<file path="src/hdl/lwpcw_pkg.sv">
// ----------------------------------------------------------------------------
// lwpcw_pkg
// Shared types and constants of the lcd window pixel command writer.
// ----------------------------------------------------------------------------
package lwpcw_pkg;

	// request kinds on the input channel
	localparam logic [2:0] KIND_OPEN   = 3'd0;
	localparam logic [2:0] KIND_RGB888 = 3'd1;
	localparam logic [2:0] KIND_RGB565 = 3'd2;
	localparam logic [2:0] KIND_CLOSE  = 3'd3;
	localparam logic [2:0] KIND_CURSOR = 3'd4;

	// configuration register indexes
	localparam logic [1:0] CFG_ORIENTATION = 2'd0;
	localparam logic [1:0] CFG_WIDTH       = 2'd1;
	localparam logic [1:0] CFG_HEIGHT      = 2'd2;
	localparam logic [1:0] CFG_ENTRY_MODE  = 2'd3;

	// orientations
	localparam logic [1:0] ORIENT_PORTRAIT       = 2'd0;
	localparam logic [1:0] ORIENT_LANDSCAPE      = 2'd1;
	localparam logic [1:0] ORIENT_PORTRAIT_FLIP  = 2'd2;
	localparam logic [1:0] ORIENT_LANDSCAPE_FLIP = 2'd3;

	// panel register indexes
	localparam logic [15:0] CMD_ENTRY_MODE = 16'h0011;
	localparam logic [15:0] CMD_H_START    = 16'h0045;
	localparam logic [15:0] CMD_H_END      = 16'h0046;
	localparam logic [15:0] CMD_V_BOUNDS   = 16'h0044;
	localparam logic [15:0] CMD_CURSOR_X   = 16'h004e;
	localparam logic [15:0] CMD_CURSOR_Y   = 16'h004f;
	localparam logic [15:0] CMD_RAM_WRITE  = 16'h0022;

	// queue between front and back
	localparam int FIFO_DEPTH = 4;
	localparam int FIFO_AW    = $clog2(FIFO_DEPTH);
	localparam int FIFO_CW    = $clog2(FIFO_DEPTH + 1);

	// data words carried by one queued request
	localparam int NUM_DATA = 6;

	typedef enum logic [1:0] {
		OP_OPEN,
		OP_PIXEL,
		OP_CLOSE,
		OP_CURSOR
	} op_t;

	typedef struct packed {
		op_t                      op;
		logic [NUM_DATA-1:0][15:0] data;
	} entry_t;

	typedef struct packed {
		logic full;
		logic not_empty;
	} fifo_stat_t;

endpackage

</file>
<file path="src/hdl/lwpcw_front.sv">
// ----------------------------------------------------------------------------
// lwpcw_front
// Holds the configuration, accepts requests, maps coordinates and builds
// the data words of one queue entry per request of a known kind.
// ----------------------------------------------------------------------------
module lwpcw_front import lwpcw_pkg::*; (
	input  logic        clk,
	input  logic        arst_n,
	input  logic        cfg_valid,
	output logic        cfg_ready,
	input  logic [1:0]  cfg_index,
	input  logic [15:0] cfg_data,
	input  logic        in_valid,
	output logic        in_ready,
	input  logic [2:0]  kind,
	input  logic [8:0]  x_first,
	input  logic [8:0]  y_first,
	input  logic [8:0]  x_last,
	input  logic [8:0]  y_last,
	input  logic [23:0] color,
	input  fifo_stat_t  fifo_stat,
	output logic        push,
	output entry_t      push_entry
);

	logic [1:0]  orient_q;
	logic [8:0]  width_q;
	logic [7:0]  height_q;
	logic [15:0] entry_mode_q;

	logic [15:0] w16, h16;
	logic [15:0] col_f, col_l, row_f, row_l;
	logic        accept;
	logic        known_kind;

	assign cfg_ready = 1'b1;
	assign in_ready  = !fifo_stat.full;
	assign accept    = in_valid && in_ready;

	always_ff @(posedge clk or negedge arst_n) begin
		if (!arst_n) begin
			orient_q     <= ORIENT_PORTRAIT;
			width_q      <= 9'd320;
			height_q     <= 8'd240;
			entry_mode_q <= 16'd48;
		end else if (cfg_valid) begin
			unique case (cfg_index)
				CFG_ORIENTATION: orient_q     <= cfg_data[1:0];
				CFG_WIDTH:       width_q      <= cfg_data[8:0];
				CFG_HEIGHT:      height_q     <= cfg_data[7:0];
				CFG_ENTRY_MODE:  entry_mode_q <= cfg_data;
				default: ;
			endcase
		end
	end

	assign w16 = {7'd0, width_q};
	assign h16 = {8'd0, height_q};

	function automatic logic [15:0] map_col(input logic [1:0] o, input logic [15:0] w,
		input logic [8:0] x, input logic [8:0] y);
		logic [15:0] r;
		unique case (o)
			ORIENT_PORTRAIT:      r = w - {7'd0, y} - 16'd1;
			ORIENT_LANDSCAPE:     r = w - {7'd0, x} - 16'd1;
			ORIENT_PORTRAIT_FLIP: r = {7'd0, y};
			default:              r = {7'd0, x};
		endcase
		return r;
	endfunction

	function automatic logic [15:0] map_row(input logic [1:0] o, input logic [15:0] h,
		input logic [8:0] x, input logic [8:0] y);
		logic [15:0] r;
		unique case (o)
			ORIENT_PORTRAIT:      r = {7'd0, x};
			ORIENT_LANDSCAPE:     r = h - {7'd0, y} - 16'd1;
			ORIENT_PORTRAIT_FLIP: r = h - {7'd0, x} - 16'd1;
			default:              r = {7'd0, y};
		endcase
		return r;
	endfunction

	assign col_f = map_col(orient_q, w16, x_first, y_first);
	assign col_l = map_col(orient_q, w16, x_last, y_last);
	assign row_f = map_row(orient_q, h16, x_first, y_first);
	assign row_l = map_row(orient_q, h16, x_last, y_last);

	always_comb begin
		logic swap_h;
		logic first_low;
		logic [15:0] h_less;
		swap_h     = (orient_q == ORIENT_PORTRAIT) || (orient_q == ORIENT_LANDSCAPE);
		first_low  = (orient_q == ORIENT_PORTRAIT) || (orient_q == ORIENT_LANDSCAPE_FLIP);
		h_less     = h16 - 16'd1;
		known_kind = 1'b1;
		push_entry = '0;
		unique case (kind)
			KIND_OPEN: begin
				push_entry.op      = OP_OPEN;
				push_entry.data[0] = entry_mode_q;
				push_entry.data[1] = swap_h ? col_l : col_f;
				push_entry.data[2] = swap_h ? col_f : col_l;
				push_entry.data[3] = first_low ? ({row_l[7:0], 8'h00} | row_f)
				                               : ({row_f[7:0], 8'h00} | row_l);
				push_entry.data[4] = col_f;
				push_entry.data[5] = row_f;
			end
			KIND_RGB888: begin
				push_entry.op      = OP_PIXEL;
				push_entry.data[0] = {color[23:19], color[15:10], color[7:3]};
			end
			KIND_RGB565: begin
				push_entry.op      = OP_PIXEL;
				push_entry.data[0] = color[15:0];
			end
			KIND_CLOSE: begin
				push_entry.op      = OP_CLOSE;
				push_entry.data[1] = 16'd0;
				push_entry.data[2] = w16 - 16'd1;
				push_entry.data[3] = {h_less[7:0], 8'h00};
			end
			KIND_CURSOR: begin
				push_entry.op      = OP_CURSOR;
				push_entry.data[4] = col_f;
				push_entry.data[5] = row_f;
			end
			default: known_kind = 1'b0;
		endcase
	end

	// unused kinds are taken and dropped
	assign push = accept && known_kind;

endmodule

</file>
<file path="src/hdl/lwpcw_fifo.sv">
// ----------------------------------------------------------------------------
// lwpcw_fifo
// Short request queue that decouples the front from the word sequencer.
// ----------------------------------------------------------------------------
module lwpcw_fifo import lwpcw_pkg::*; (
	input  logic       clk,
	input  logic       arst_n,
	input  logic       push,
	input  entry_t     push_entry,
	input  logic       pop,
	output entry_t     head,
	output fifo_stat_t stat
);

	entry_t             mem [FIFO_DEPTH];
	logic [FIFO_AW-1:0] wr_ptr_q, rd_ptr_q;
	logic [FIFO_CW-1:0] count_q;

	always_ff @(posedge clk) begin
		if (push) begin
			mem[wr_ptr_q] <= push_entry;
		end
	end

	always_ff @(posedge clk or negedge arst_n) begin
		if (!arst_n) begin
			wr_ptr_q <= '0;
			rd_ptr_q <= '0;
			count_q  <= '0;
		end else begin
			if (push) wr_ptr_q <= wr_ptr_q + FIFO_AW'(1);
			if (pop)  rd_ptr_q <= rd_ptr_q + FIFO_AW'(1);
			if (push && !pop)      count_q <= count_q + FIFO_CW'(1);
			else if (pop && !push) count_q <= count_q - FIFO_CW'(1);
		end
	end

	assign head           = mem[rd_ptr_q];
	assign stat.full      = (count_q == FIFO_CW'(FIFO_DEPTH));
	assign stat.not_empty = (count_q != '0);

	a_count_range: assert property (@(posedge clk) disable iff (!arst_n)
		count_q <= FIFO_CW'(FIFO_DEPTH))
		else $error("queue count beyond depth");

	a_no_overflow: assert property (@(posedge clk) disable iff (!arst_n)
		push |-> !stat.full)
		else $error("push into full queue");

	a_no_underflow: assert property (@(posedge clk) disable iff (!arst_n)
		pop |-> stat.not_empty)
		else $error("pop from empty queue");

endmodule

</file>
<file path="src/hdl/lwpcw_back.sv">
// ----------------------------------------------------------------------------
// lwpcw_back
// Word sequencer: walks the command/data steps of the queued request and
// feeds the output register.
// ----------------------------------------------------------------------------
module lwpcw_back import lwpcw_pkg::*; (
	input  logic        clk,
	input  logic        arst_n,
	input  entry_t      head,
	input  fifo_stat_t  fifo_stat,
	output logic        pop,
	output logic        out_valid,
	input  logic        out_ready,
	output logic [15:0] word,
	output logic        is_command,
	output logic        last_of_run
);

	// steps: even ones are register indexes, odd ones carry data[step/2]
	logic [3:0]  step_q;
	logic        mid_q;
	logic        out_valid_q;
	logic [15:0] word_q;
	logic        is_command_q;
	logic        last_q;

	logic [3:0]  cur_step;
	logic [3:0]  end_step;
	logic [3:0]  first_step;
	logic        load;
	logic        at_end;
	logic [15:0] cur_word;

	always_comb begin
		unique case (head.op)
			OP_OPEN:   begin first_step = 4'd0; end_step = 4'd12; end
			OP_PIXEL:  begin first_step = 4'd1; end_step = 4'd1;  end
			OP_CLOSE:  begin first_step = 4'd2; end_step = 4'd7;  end
			default:   begin first_step = 4'd8; end_step = 4'd12; end
		endcase
	end

	assign cur_step = mid_q ? step_q : first_step;
	assign at_end   = (cur_step == end_step);

	always_comb begin
		unique case (cur_step)
			4'd0:    cur_word = CMD_ENTRY_MODE;
			4'd1:    cur_word = head.data[0];
			4'd2:    cur_word = CMD_H_START;
			4'd3:    cur_word = head.data[1];
			4'd4:    cur_word = CMD_H_END;
			4'd5:    cur_word = head.data[2];
			4'd6:    cur_word = CMD_V_BOUNDS;
			4'd7:    cur_word = head.data[3];
			4'd8:    cur_word = CMD_CURSOR_X;
			4'd9:    cur_word = head.data[4];
			4'd10:   cur_word = CMD_CURSOR_Y;
			4'd11:   cur_word = head.data[5];
			4'd12:   cur_word = CMD_RAM_WRITE;
			default: cur_word = 16'd0;
		endcase
	end

	assign load = fifo_stat.not_empty && (!out_valid_q || out_ready);
	assign pop  = load && at_end;

	always_ff @(posedge clk or negedge arst_n) begin
		if (!arst_n) begin
			step_q      <= '0;
			mid_q       <= 1'b0;
			out_valid_q <= 1'b0;
		end else begin
			if (load) begin
				mid_q  <= !at_end;
				step_q <= cur_step + 4'd1;
			end
			if (load)
				out_valid_q <= 1'b1;
			else if (out_ready)
				out_valid_q <= 1'b0;
		end
	end

	always_ff @(posedge clk) begin
		if (load) begin
			word_q       <= cur_word;
			is_command_q <= !cur_step[0];
			last_q       <= at_end;
		end
	end

	assign out_valid   = out_valid_q;
	assign word        = word_q;
	assign is_command  = is_command_q;
	assign last_of_run = last_q;

	a_mid_holds_head: assert property (@(posedge clk) disable iff (!arst_n)
		mid_q |-> fifo_stat.not_empty)
		else $error("request left the queue in mid sequence");

	a_ram_write_last: assert property (@(posedge clk) disable iff (!arst_n)
		(out_valid_q && is_command_q && word_q == CMD_RAM_WRITE) |-> last_q)
		else $error("ram write command not marked last");

	a_pop_marks_last: assert property (@(posedge clk) disable iff (!arst_n)
		pop |=> (out_valid_q && last_q))
		else $error("request retired without a last word");

endmodule

</file>
<file path="src/hdl/lcd_window_pixel_command_writer.sv">
// ----------------------------------------------------------------------------
// lcd_window_pixel_command_writer
// Turns window, cursor and pixel requests into panel command/data words.
// ----------------------------------------------------------------------------
//  channel  handshake             payload
//  cfg      cfg_valid/cfg_ready   cfg_index, cfg_data
//  in       in_valid/in_ready     kind, x_first, y_first, x_last, y_last, color
//  out      out_valid/out_ready   word, is_command, last_of_run
//
//  one output word per cycle while out_ready holds and the queue is not empty;
//  a pixel is one word, a cursor request 5, a close 6, an open 13 words, set
//  by the word sequencer. with the queue empty and the output register free,
//  an accepted request goes into the queue, then on into the output register.
//  the 4-entry request queue keeps input accepting while the sequencer or
//  the output stalls; in_ready drops only when the queue is full.
//  reset restores 320x240 portrait, entry mode 48, and empties the queue.
// ----------------------------------------------------------------------------
module lcd_window_pixel_command_writer import lwpcw_pkg::*; (
	input  logic        clk,
	input  logic        arst_n,
	input  logic        cfg_valid,
	output logic        cfg_ready,
	input  logic [1:0]  cfg_index,
	input  logic [15:0] cfg_data,
	input  logic        in_valid,
	output logic        in_ready,
	input  logic [2:0]  kind,
	input  logic [8:0]  x_first,
	input  logic [8:0]  y_first,
	input  logic [8:0]  x_last,
	input  logic [8:0]  y_last,
	input  logic [23:0] color,
	output logic        out_valid,
	input  logic        out_ready,
	output logic [15:0] word,
	output logic        is_command,
	output logic        last_of_run
);

	fifo_stat_t fifo_stat;
	logic       push;
	logic       pop;
	entry_t     push_entry;
	entry_t     head;

	lwpcw_front u_front (
		.clk        (clk),
		.arst_n     (arst_n),
		.cfg_valid  (cfg_valid),
		.cfg_ready  (cfg_ready),
		.cfg_index  (cfg_index),
		.cfg_data   (cfg_data),
		.in_valid   (in_valid),
		.in_ready   (in_ready),
		.kind       (kind),
		.x_first    (x_first),
		.y_first    (y_first),
		.x_last     (x_last),
		.y_last     (y_last),
		.color      (color),
		.fifo_stat  (fifo_stat),
		.push       (push),
		.push_entry (push_entry)
	);

	lwpcw_fifo u_fifo (
		.clk        (clk),
		.arst_n     (arst_n),
		.push       (push),
		.push_entry (push_entry),
		.pop        (pop),
		.head       (head),
		.stat       (fifo_stat)
	);

	lwpcw_back u_back (
		.clk         (clk),
		.arst_n      (arst_n),
		.head        (head),
		.fifo_stat   (fifo_stat),
		.pop         (pop),
		.out_valid   (out_valid),
		.out_ready   (out_ready),
		.word        (word),
		.is_command  (is_command),
		.last_of_run (last_of_run)
	);

endmodule
</file>
<file path="config.mk">
export PLATFORM = sky130hd
export DESIGN_NAME = lcd_window_pixel_command_writer
export DESIGN_NICKNAME = d
export VERILOG_FILES = /design/src/hdl/lwpcw_pkg.sv /design/src/hdl/lwpcw_front.sv /design/src/hdl/lwpcw_fifo.sv /design/src/hdl/lwpcw_back.sv /design/src/hdl/lcd_window_pixel_command_writer.sv
export SDC_FILE = /design/constraint.sdc
export NUM_CORES = 1
export LEC_CHECK = 0
export BUFFER_PORTS_ARGS = -buffer_cell sky130_fd_sc_hd__buf_2
export CAP_MARGIN = 20
export CORE_ASPECT_RATIO = 0.5
export CORE_UTILIZATION = 60
export CTS_CLUSTER_DIAMETER = 30
export DETAILED_ROUTE_END_ITERATION = 6
export GPL_TIMING_DRIVEN = 0
export PLACE_DENSITY = 0.78
export SYNTH_ARGS = -nofsm -noshare
export SYNTH_HDL_FRONTEND = slang
export SYNTH_SLANG_ARGS = --single-unit
</file>
<file path="constraint.sdc">
create_clock -name clk -period 10.4 [get_ports clk]
set_input_delay 0.52 -clock clk [delete_from_list [all_inputs] [get_ports clk]]
set_output_delay 0.52 -clock clk [all_outputs]
set_load 0.02 [all_outputs]
</file>
==> qor.csv <==
stage,metric,value,unit
finish,fraction of layout cells with a size suffix above 1,21.3,%
synthesis,Post-Syn Area,0.0224,mm2
finish,ANT cells,0,
route,1st-iter DRT viols,2553,
worst_setup_path,CP bufs+invs,4,
worst_setup_path,"Top cell by count, worst path",clkbuf_1,
worst_setup_path,instance count on the critical path,15,
route,mean number of vias per cell,7.01,
timing,endpoints failing setup,0,
cts,total number of H-tree levels,2,
synthesis,asr flop ratio synth,10.5,%
synthesis,largest family of logic cells by synthesized area,multiplexers,
power,Design Power,0.00690,W
worst_setup_path,Critical Path AT,6.74,ns
worst_setup_path,Critical-path top delay cell,buf_1,
route,routed vias,15768,
placed_design,HPWL after detailed placement,48400,um
global_route,number of global-route vias before repair,15098,
synthesis,Main synth FF type,edfxtp_1,
worst_setup_path,kind of cell adding the most delay to the critical path,buffers and inverters,
timing,Final Hold Violating Endpoints,0,
placed_design,I/O Buffers,102,
global_route,global-route wire length before repair,99900,um
worst_setup_path,crit path launch type,register,
cts,Num CTS Buffers,45,
synthesis,Post-Syn Area per Cell,14.3,um2
cts,clk_lat worst skew,0.60,ns
cts,root buffer cell,clkbuf_16,
synthesis,yosys warns,0,
finish,"most common cell after layout, fill and taps aside",edfxtp_1,
timing,Worst Hold Slack,0.165,ns
synthesis,complex-gate fraction of the synthesized area,8.98,%
placed_design,dpl cells,2157,
global_route,total global-route track usage,37.0,%
min_path,worst hold-check path type,in -> reg,
floorplanning,Die Span Y,139,um
synthesis,Synth Area in XOR/XNOR,2.66,%
worst_setup_path,CP cell instances,inv_1 > ha_1 > clkbuf_1 > buf_1 > clkbuf_1 > mux2i_1 > fa_1 > a21o_1 > a22oi_1 > nor3b_1 > a211oi_1 > o211ai_1 > nor4_1 > nor3_1 > o22ai_1,
floorplanning,num rows,49,
global_route,initial antenna violation count,4,
timing,Achievable Freq,0.154,GHz
floorplanning,die area,0.0382,mm2
worst_setup_path,"critical path fanouts, max",10,
timing,fin crit period,6.47,ns
synthesis,post-synthesis mux area share,14.4,%
worst_setup_path,Worst Reg2Reg Path Length in Cells,15,
finish,"commonest non-fill, non-tap cells in the layout","410 x edfxtp_1, 121 x nor2_1, 107 x buf_2, 98 x mux4_2, 91 x a21oi_1",
global_route,largest net degree at the start of global routing,61,
finish,"Cell Count, Final, Fillers Out",2248,
floorplanning,Ports,107,
route,Routed WL per cell,31.7,um
synthesis,Post-Synth Adder-Cell Area,3.74,%
run,max-cap viol count,0,
floorplanning,Initial Util,61.6,%
global_route,grt ovf,0,
synthesis,synth unique cells,83,
cts,Post-CTS Resized,0,
power,maximum vdd drop,0.198,mV
synthesis,"EDFF count, synth",410,
timing,max-slew violation count,0,
worst_setup_path,WP data required,10.66,ns
route,final wirelength,71300,um
synthesis,#FFs+latches synth,458,
floorplanning,core area,0.0364,mm2
worst_setup_path,"slowest stage delay, CP",0.72,ns
synthesis,post-synthesis sequential area ratio,60.3,%
outcome,status,"finished, final reports clean",
route,ANT nets after route,0,
cts,clk buf depth,3,
cts,clk sinks,458,
worst_setup_path,endpoint type of the worst setup path,register,
min_path,Min-Delay Path Depth,2,
floorplanning,Die X,275,um
timing,Tcrit/Tclk final,62.3,%
power,leakage,8.92,nW
route,DR DRC count,0,
worst_setup_path,Worst R2R Setup Slack,3.93,ns
finish,Syn-to-layout area delta,13.0,%
timing,setup TNS,0,ns
timing,Max-slew headroom,25.4,%
cts,"Reg clk slew, reported paths",0.07,ns
timing,RSZ-0062 raised after global routing,false,
cts,TritonCTS clock tree,yes,
power,Pwr Density,273,mW/mm2
route,first-pass detailed-route iteration total,6,
finish,nets@finish,1877,
timing,worst clock skew,0.0677,ns
worst_setup_path,CP Class,reg -> reg,
synthesis,synthesized netlist cell count,1565,
timing,Worst Tran Pin Value,1.12,ns
synthesis,Synth Area in Simple Gates,7.77,%
placed_design,Placer Congestion,0.953,
synthesis,Mapped Nets,1715,
## metal layers
layer  GRT usage, %  share of wire (%)  vias up
li1               -                  -     6470
met4           10.8                3.3        0
met5              0                  0        -
met2           52.5                 43     1238
met1           54.6                 40     7868
met3           12.2                 14      192
## registers in the layout, summed over array words and instances (netlist names)
register / flops
u_fifo.mem: 392
u_back.word: 16
u_front.entry_mode_q: 16
u_front.width_q: 9
u_front.height_q: 8
u_back.step_q: 4
u_fifo.count_q: 3
u_fifo.rd_ptr_q: 2
u_fifo.wr_ptr_q: 2
u_front.orient_q: 2
u_back.is_command: 1
u_back.last_of_run: 1
u_back.mid_q: 1
u_back.out_valid: 1
## cells in the mapped netlist (31+ instances only)
cell type	instances	area share (%)
a21oi_1	92	2.1
clkbuf_1	57	0.95
dfrtp_1	40	4.5
edfxtp_1	410	55
ha_1	59	3.3
inv_1	33	0.55
mux2_2	45	2.3
mux2i_1	51	2.3
mux4_2	98	9.8
nand2_1	66	1.1
nand3_1	31	0.69
nor2_1	121	2.0
o21ai_0	59	1.3
xnor2_1	42	1.6
## kinds of logic after synthesis
logic type | after synthesis
adder cells (fa/ha/maj) | 64
other | 1
multiplexers | 194
AND/OR/NAND/NOR | 351
AO/OA/AOI/OAI | 312
flip-flops | 458
XOR/XNOR | 68
buffers and inverters | 117
## cell type report
| class | instances | area [um2] |
|---|---|---|
| flip-flops and latches | 458 | 13500 |
| fillers | 2313 | 11000 |
| multi-input cells | 990 | 8440 |
| clock buffers | 51 | 1150 |
| repair buffers | 115 | 734 |
| well taps | 484 | 606 |
| clock inverters | 33 | 402 |
| plain buffers | 82 | 344 |
| inverters | 35 | 131 |
## stage by stage
step	cell area, um2	worst slack, ns	util [%]
floorplan	22400	6.04	-
global placement	23500	4.28	64.7
detailed placement	23700	4.19	65.2
CTS	25200	4.23	69.4
global route	25300	3.73	69.7
finish	25300	3.93	69.7
## worst paths after layout
| check | from | to |
|---|---|---|
| min | out_ready | u_back.out_valid |
| max | u_front.orient_q[0] | u_fifo.mem[3][60] |
| min reg2reg | u_front.entry_mode_q[0] | u_front.entry_mode_q[0] |
| max reg2reg | u_front.orient_q[0] | u_fifo.mem[3][60] |
| min in group asynchronous | arst_n | u_fifo.rd_ptr_q[1] |
| max in group asynchronous | arst_n | u_front.height_q[4] |
## power breakdown
group          internal, W  leakage (nW)  switching [W]
clock             0.000967         0.752       0.000745
combinational     0.000975          3.77        0.00169
sequential         0.00238          4.40       0.000143
## repair_timing
action | CTS | global route
hold buffers | 0 | 1
endpoints found under the setup margin | 0 | 0
setup buffers | 0 | 0
hold endpoints to repair | 0 | 14
No activity file was read; power rests on OpenSTA's default activity.
